==> config.mk <==
export PLATFORM = sky130hd
export DESIGN_NAME = mco_eval
export DESIGN_NICKNAME = d
export VERILOG_FILES = /design/src/hw/rtl/mco_pkg.sv /design/src/hw/rtl/mco_eval.sv
export SDC_FILE = /design/constraint.sdc
export NUM_CORES = 2
export LEC_CHECK = 0
export BUFFER_PORTS_ARGS = -buffer_cell sky130_fd_sc_hd__buf_2
export CELL_PAD_IN_SITES_DETAIL_PLACEMENT = 1
export CELL_PAD_IN_SITES_GLOBAL_PLACEMENT = 1
export CORE_UTILIZATION = 53
export CTS_CLUSTER_DIAMETER = 150
export DETAILED_ROUTE_END_ITERATION = 8
export PLACE_DENSITY = 0.95
export SLEW_MARGIN = 20
export SYNTH_ARGS = -nofsm -noshare
export SYNTH_HDL_FRONTEND = slang
export SYNTH_SLANG_ARGS = --single-unit
==> constraint.sdc <==
create_clock -name clk -period 10.7 [get_ports clk]
set_clock_uncertainty 0.2 [all_clocks]
set_input_delay 2.14 -clock clk [delete_from_list [all_inputs] [get_ports clk]]
set_output_delay 2.14 -clock clk [all_outputs]
set_load 0.01 [all_outputs]
==> src/hw/rtl/mco_pkg.sv <==
`timescale 1ns / 1ps

package mco_pkg;

	localparam int DEF_MAX_MATRICES = 16;
	localparam int DEF_DIM_WIDTH    = 16;

	localparam int IN_W    = 16;
	localparam int COST_W  = 64;
	localparam int SPLIT_W = 4;
	localparam int OUT_W   = 72;

	localparam logic [COST_W-1:0] COST_MAX = '1;

	typedef enum logic [1:0] {
		ST_OK       = 2'd0,
		ST_OVERFULL = 2'd1,
		ST_SHORT    = 2'd2
	} status_t;

	typedef struct packed {
		logic valid;
		logic first;
		logic last_k;
	} tag_t;

	typedef struct packed {
		logic done;
		logic sat;
	} eval_stat_t;

	function automatic logic [COST_W:0] sat_add(logic [COST_W-1:0] a, logic [COST_W-1:0] b);
		logic [COST_W:0] s;
		s = {1'b0, a} + {1'b0, b};
		if (s[COST_W] || s[COST_W-1:0] == COST_MAX) begin
			return {1'b1, COST_MAX};
		end
		return {1'b0, s[COST_W-1:0]};
	endfunction

endpackage

==> src/hw/rtl/mco_eval.sv <==
`timescale 1ns / 1ps

module mco_eval #(
	parameter int MAX_MATRICES = mco_pkg::DEF_MAX_MATRICES,
	parameter int DIM_WIDTH    = mco_pkg::DEF_DIM_WIDTH,
	localparam int MI_W        = (MAX_MATRICES > 1) ? $clog2(MAX_MATRICES) : 1
) (
	input  logic                          clk,
	input  logic                          arst_n,
	input  mco_pkg::tag_t                 tag,
	input  logic [MI_W-1:0]               k,
	input  logic [mco_pkg::COST_W-1:0]    left,
	input  logic [mco_pkg::COST_W-1:0]    right,
	input  logic [DIM_WIDTH-1:0]          dk,
	input  logic [DIM_WIDTH-1:0]          di,
	input  logic [DIM_WIDTH-1:0]          dj,
	output mco_pkg::eval_stat_t           stat,
	output logic [mco_pkg::COST_W-1:0]    best_cost,
	output logic [MI_W-1:0]               best_k
);

	localparam int P1_W = 2 * DIM_WIDTH;
	localparam int P2_W = 3 * DIM_WIDTH;

	mco_pkg::tag_t                 tag_s1, tag_s2, tag_s3;
	logic [MI_W-1:0]               k_s1, k_s2, k_s3;
	logic [mco_pkg::COST_W-1:0]    sum_s2, sum_s3;
	logic [P1_W-1:0]               prod_s2;
	logic [mco_pkg::COST_W-1:0]    prod_s3;
	logic [mco_pkg::COST_W-1:0]    best_q;
	logic [MI_W-1:0]               best_k_q;

	logic [mco_pkg::COST_W-1:0]    left_v, right_v;
	logic [mco_pkg::COST_W:0]      sum1, sum3;
	logic [P1_W-1:0]               prod1;
	logic [P2_W-1:0]               prod2;
	logic                          take;

	always_comb begin
		left_v  = tag_s1.first ? '0 : left;
		right_v = tag_s1.last_k ? '0 : right;
		sum1    = mco_pkg::sat_add(left_v, right_v);
		prod1   = P1_W'(di) * P1_W'(dk);
		prod2   = P2_W'(prod_s2) * P2_W'(dj);
		sum3    = mco_pkg::sat_add(sum_s3, prod_s3);
		take    = tag_s3.first || (sum3[mco_pkg::COST_W-1:0] < best_q);
	end

	assign best_cost = take ? sum3[mco_pkg::COST_W-1:0] : best_q;
	assign best_k    = take ? k_s3 : best_k_q;
	assign stat.done = tag_s3.valid && tag_s3.last_k;
	assign stat.sat  = (tag_s1.valid && sum1[mco_pkg::COST_W])
	                || (tag_s3.valid && sum3[mco_pkg::COST_W]);

	always_ff @(posedge clk or negedge arst_n) begin
		if (!arst_n) begin
			tag_s1 <= '0;
			tag_s2 <= '0;
			tag_s3 <= '0;
		end else begin
			tag_s1 <= tag;
			tag_s2 <= tag_s1;
			tag_s3 <= tag_s2;
		end
	end

	always_ff @(posedge clk) begin
		k_s1    <= k;
		k_s2    <= k_s1;
		k_s3    <= k_s2;
		sum_s2  <= sum1[mco_pkg::COST_W-1:0];
		prod_s2 <= prod1;
		sum_s3  <= sum_s2;
		prod_s3 <= mco_pkg::COST_W'(prod2);
		if (tag_s3.valid) begin
			best_q   <= best_cost;
			best_k_q <= best_k;
		end
	end

endmodule

==> After elaboration in Yosys (flattened, before gate mapping) <==
Index checks and enable logic that the tools add are counted.
{ "word_totals": {"regBits": 297, "inputBits": 185, "out_inout_bits": 70, "elab_cells": 42} }
{ "classes": {"n_addsub": 2, "mul": 2, "n_lt_le_gt_ge": 1, "eq_ne": 2, "muxes": 10, "n_reduce_logical": 7} }
{ "op_table": {"columns": ["cell", "n"], "rows": [
  ["$mux W65", 4],
  ["$mux W64", 3],
  ["$eq A64 B64 Y1 const B", 2],
  ["$add A64 B48 Y65", 1],
  ["$add A64 B64 Y65", 1],
  ["$lt A64 B64 Y1", 1],
  ["$mul A32 B16 Y48", 1],
  ["$mul A16 B16 Y32", 1],
  ["$logic_or A1 B1 Y1", 4],
  ["$mux W4", 1],
  ["$logic_and A1 B1 Y1", 3],
  ["$mux W1", 2]
]} }

==> Logic depth before layout (Yosys ltp) <==
{ "logic_depth": {"depth_word": 8, "depth_mapped": 28, "mapped_depth_nobuf": 26} }

==> Worst setup path before layout <==
OpenSTA, ideal clock, no wires.
{ "synth_timing": {"kind": "input-to-reg", "startpoint": "in dj[1]", "endpoint": "reg prod_s3[46] (netlist bit)", "setup_ns": 0.072, "t_arrival_ns": 8.471, "required_time_ns": 10.428, "setup_slack_ns": 1.957, "path_stages": 25, "n_path_buf": 1, "cell_sequence": "clkbuf_1 > nand2_1 > fa_1 > inv_1 > fa_1 > inv_1 > fa_1 > fa_1 > inv_1 > fa_1 > inv_1 > fa_1 > inv_1 > ha_1 > or4_1 > a21oi_1 > o21a_1 > o21ai_0 > a211oi_1 > nor3_1 > o41ai_1 > nand3_1 > a31o_2 > a21oi_1 > xnor2_1"} }
{ "synth_between": {"elab_chain_cells": 1} }
{ "synth_rtl": {"columns": ["item", "line_no", "rtl"], "rows": [
  ["start, declared", "mco_eval.sv:16", "input logic [DIM_WIDTH-1:0] dj,"],
  ["$mul A32 B16 Y48", "mco_eval.sv:44", "prod2 = P2_W'(prod_s2) * P2_W'(dj);"],
  ["named net prod2[46]", "mco_eval.sv:36", "logic [P2_W-1:0] prod2;"],
  ["end signal, assigned", "mco_eval.sv:74", "prod_s3 <= mco_pkg::COST_W'(prod2);"],
  ["end, declared", "mco_eval.sv:29", "logic [mco_pkg::COST_W-1:0] prod_s3;"]
]} }
The timed path passes the listed nets, and every way through them passes these cells.
A chain may end at the register's enable or synchronous reset.

==> Final worst setup path <==
{ "layout_timing": {"startpoint": "reg sum_s3[19] (netlist bit)", "endpoint": "out best_cost[18] (netlist bit)"} }
{ "layout_between": {"elab_chain_cells": 8} }
{ "layout_rtl": {"columns": ["item", "line_no", "rtl"], "rows": [
  ["start, declared", "mco_eval.sv:27", "logic [mco_pkg::COST_W-1:0] sum_s2, sum_s3;"],
  ["start signal, assigned", "mco_eval.sv:73", "sum_s3 <= sum_s2;"],
  ["$add A64 B48 Y65 (*)", "mco_pkg.sv:34", "s = {1'b0, a} + {1'b0, b};"],
  ["$eq A64 B64 Y1", "mco_pkg.sv:35", "if (s[COST_W] || s[COST_W-1:0] == COST_MAX) begin"],
  ["$logic_or A1 B1 Y1", "mco_pkg.sv:35", null],
  ["$mux W1", "mco_pkg.sv:35", null],
  ["$mux W65 (*)", "mco_pkg.sv:38", "return {1'b0, s[COST_W-1:0]};"],
  ["$lt A64 B64 Y1", "mco_eval.sv:46", "take = tag_s3.first || (sum3[mco_pkg::COST_W-1:0] < best_q);"],
  ["$logic_or A1 B1 Y1", "mco_eval.sv:46", null],
  ["$mux W64 (*)", "mco_eval.sv:49", "assign best_cost = take ? sum3[mco_pkg::COST_W-1:0] : best_q;"],
  ["end, declared", "mco_eval.sv:18", "output logic [mco_pkg::COST_W-1:0] best_cost,"]
]} }
Mark *: on every way between the ends. The rest lies on a longest branch, timed or not.

==> results.cfg <==
[cts]
cts_sinks = 297
clk_latency_ns = 0.61
cts_hold_buf = 0
cts_made_buffers = 34
cts-htree-levels = 2
cts_tree = done
clk_pin_slew_ns = 0.07
cts-root-buf = clkbuf_16
clockBufferDepth = 3

[min_path]
min_path_type = flip-flop to flip-flop

[worst_setup_path]
cp-startpoint = sum_s3[19]
r2r_slack_ns = 1.31
arrival_ns = 8.54
critPathMaxFanout = 105
critPathKind = flip-flop to output port
critPathCapture = best_cost[18]
cp.required_ns = 8.36
endpoint_kind = output port
reg2reg_to = prod_s3[46]
r2r_cells = 25
worstReg2RegStart = prod_s2[12]
start_kind = flip-flop

[sta]
slew-limit-headroom_pct = 31.4
hold_viol = 0
finalSetupViolations = 25
max_clock_freq_mhz = 91.9
worstMarginPinSlew_ns = 1.03
post-route-period-util_pct = 102
slew_viol_final = 0
fin_crit_ns = 10.88
setup_ws_ns = -0.182

[yosys]
ys_ff_latch = 297
synthArstFlopShare_pct = 3.03
synth_area_um2 = 42700
yosys_warnings = 0
mappedNetlistNets = 6130
seq_area_frac_synth_pct = 15.6
avgSynthCellArea_um2 = 8.66
synth-edff-count = 68
synth-main-ff-cell = dfxtp_1
ys_types = 105
syn_inst = 4932

[outcome]
status = finished, violations left
violations = setup timing

[drt]
drtPass1Iterations = 6
drc = 0
viasPerCell = 6.65
wire_per_inst_um = 29.2
ant_nets = 0
postRouteWirelength_um = 180000
drt_iter0_markers = 4899
vias = 40800

[layout]
syn_to_final_growth_pct = 7.65
final_cell_mix = 804 x nand2_1, 734 x inv_1, 614 x fa_1
drive_above_1_share_pct = 8.28
final_nets = 6249
final_common_cell = nand2_1
final_area_um2 = 46000
fin_util_pct = 57.9
stdcell_count = 6141

[global_route]
antenna_found_initial = 18
grt-ovfl-total = 0
grt_max_degree = 106
grt_pass1_wl_um = 274000
grt_pass1_vias = 45900
grt.total_usage_pct = 44.1

[job]
timing.max_cap.violations = 0

[die]
start_util_pct = 53.8
core_um2 = 79400
dieArea_um2 = 81800
die_y_um = 286
rows = 103
ios = 255
fp.dieW_um = 286

[placement]
port_buffers = 254
dp.final_hpwl_um = 122000
place_area_um2 = 44700
dp.cells = 6065
gp_congestion = 0.915
-- metrics by stage --
step	setup slack, ns	hold WS, ns	setup TNS [ns]
after detailed placement	0.372	0.113	0
after floorplan	1.96	0.110	0
after CTS	0.226	0.125	0
after global placement	1.12	0.111	0
final	-0.182	0.121	-2.02
after global routing	-0.104	0.119	-1.04
-- Yosys cell counts (10+ instances only) --
library cell,count,area [µm²]
and3_1,25,156
nor3b_1,12,90.1
a21o_1,116,871
nand2_1,804,3020
o2111ai_1,12,105
a211o_1,11,96.3
buf_2,10,50.1
a31oi_1,25,156
xnor2_1,87,762
or3_1,25,156
o31ai_1,10,75.1
nor3_1,62,310
nor2_1,148,556
clkbuf_1,170,638
o21a_1,36,270
nand3_1,69,345
inv_1,734,2760
a211oi_1,29,218
ha_1,399,4990
o21bai_1,18,135
mux2i_1,11,110
dfxtp_1,220,4400
o21ai_0,176,881
a21oi_1,199,996
and2_1,255,1600
nor2b_1,164,1030
xor2_1,45,394
fa_1,614,12300
nand4_1,38,238
or4_1,14,105
nor4_1,14,87.6
nand2b_1,50,313
o21ai_1,12,60.1
o211ai_1,16,120
and4_1,11,96.3
edfxtp_1,68,2040
-- layer usage --
metal	wire [µm]	vias to the layer above	part of all wire [%]	global-route usage [%]
met2	83000	3264	46	70.6
met3	20100	1395	11	15.1
li1	-	16200	-	-
met4	16800	8	9.4	34.1
met5	157	-	0.087	1.69
met1	59500	19900	33	48.0
-- repair_timing --
action,CTS,global route
gates resized for setup,0,8
setup endpoints to repair,0,67
setup buffers,0,0
-- final cells by class --
type / instances / area, µm²
antenna: 16 / 40.0
clock buffer: 42 / 985
clock inverter: 18 / 256
fill: 9330 / 33400
inverter: 734 / 2760
multi-input combinational: 3710 / 32500
sequential: 297 / 6680
tap: 1050 / 1310
timing repair buffer: 274 / 1430
-- worst max-delay path, cell delays in order (launching register included) --
cell       delay [ns]
dfxtp_1          0.49
ha_1             0.40
a21oi_1          0.38
o21ai_1          0.25
a2111oi_2        0.55
nand2_1          0.14
o211ai_1         0.47
a21oi_4          0.18
a31oi_1          0.52
o21ai_0          0.34
xnor2_2          0.39
nand2_1          0.16
ha_1             0.34
nand4_1          0.15
nor2_1           0.21
nand2_1          0.13
nor3_1           0.27
nand3_1          0.18
or4_1            0.61
a211oi_1         0.28
or4_1            0.28
a31oi_4          0.17
buf_12           0.27
o21ai_0          0.48
buf_2            0.23
-- registers in the layout, summed over array words and instances, names as in the netlist --
register	count
sum_s3	64
k_s3	4
sum_s2	64
best_q	64
k_s2	4
prod_s2	32
tag_s3	3
best_k_q	4
k_s1	4
prod_s3	48
tag_s2	3
tag_s1	3
-- cell families (layout without fill, tap and decap cells) --
logic type                 count (synthesis)  after routing  synth area share, %
muxes                                     20             20                0.495
AOI/OAI and AO/OA                        785            785                 12.1
other                                      0             16                    0
and+or+nand+nor                         1760           1760                 20.3
buffers and inverters                    925           1068                 8.33
adders and majority gates               1013           1013                 40.4
DFF                                      297            297                 15.6
xor gates and xnor gates                 132            132                 2.71
-- how the worst min path moves through the flow --
| stage | from | endpoint | slack [ns] | cells after the start |
|---|---|---|---|---|
| 5_1_grt | sum_s2[29] | sum_s3[29] | 0.12 | 0 |
| 6_report | sum_s2[29] | sum_s3[29] | 0.12 | 0 |
| 3_3_place_gp | k_s1[1] | k_s2[1] | 0.11 | 0 |
| 2_1_floorplan | k_s1[0] | k_s2[0] | 0.11 | 0 |
| 3_5_place_dp | k_s2[3] | k_s3[3] | 0.11 | 0 |
| 4_1_cts | sum_s2[29] | sum_s3[29] | 0.12 | 0 |
Power is left out: the tool's default activity adds up to more than one toggle a clock period on the data nets, which glitch-free logic cannot reach.
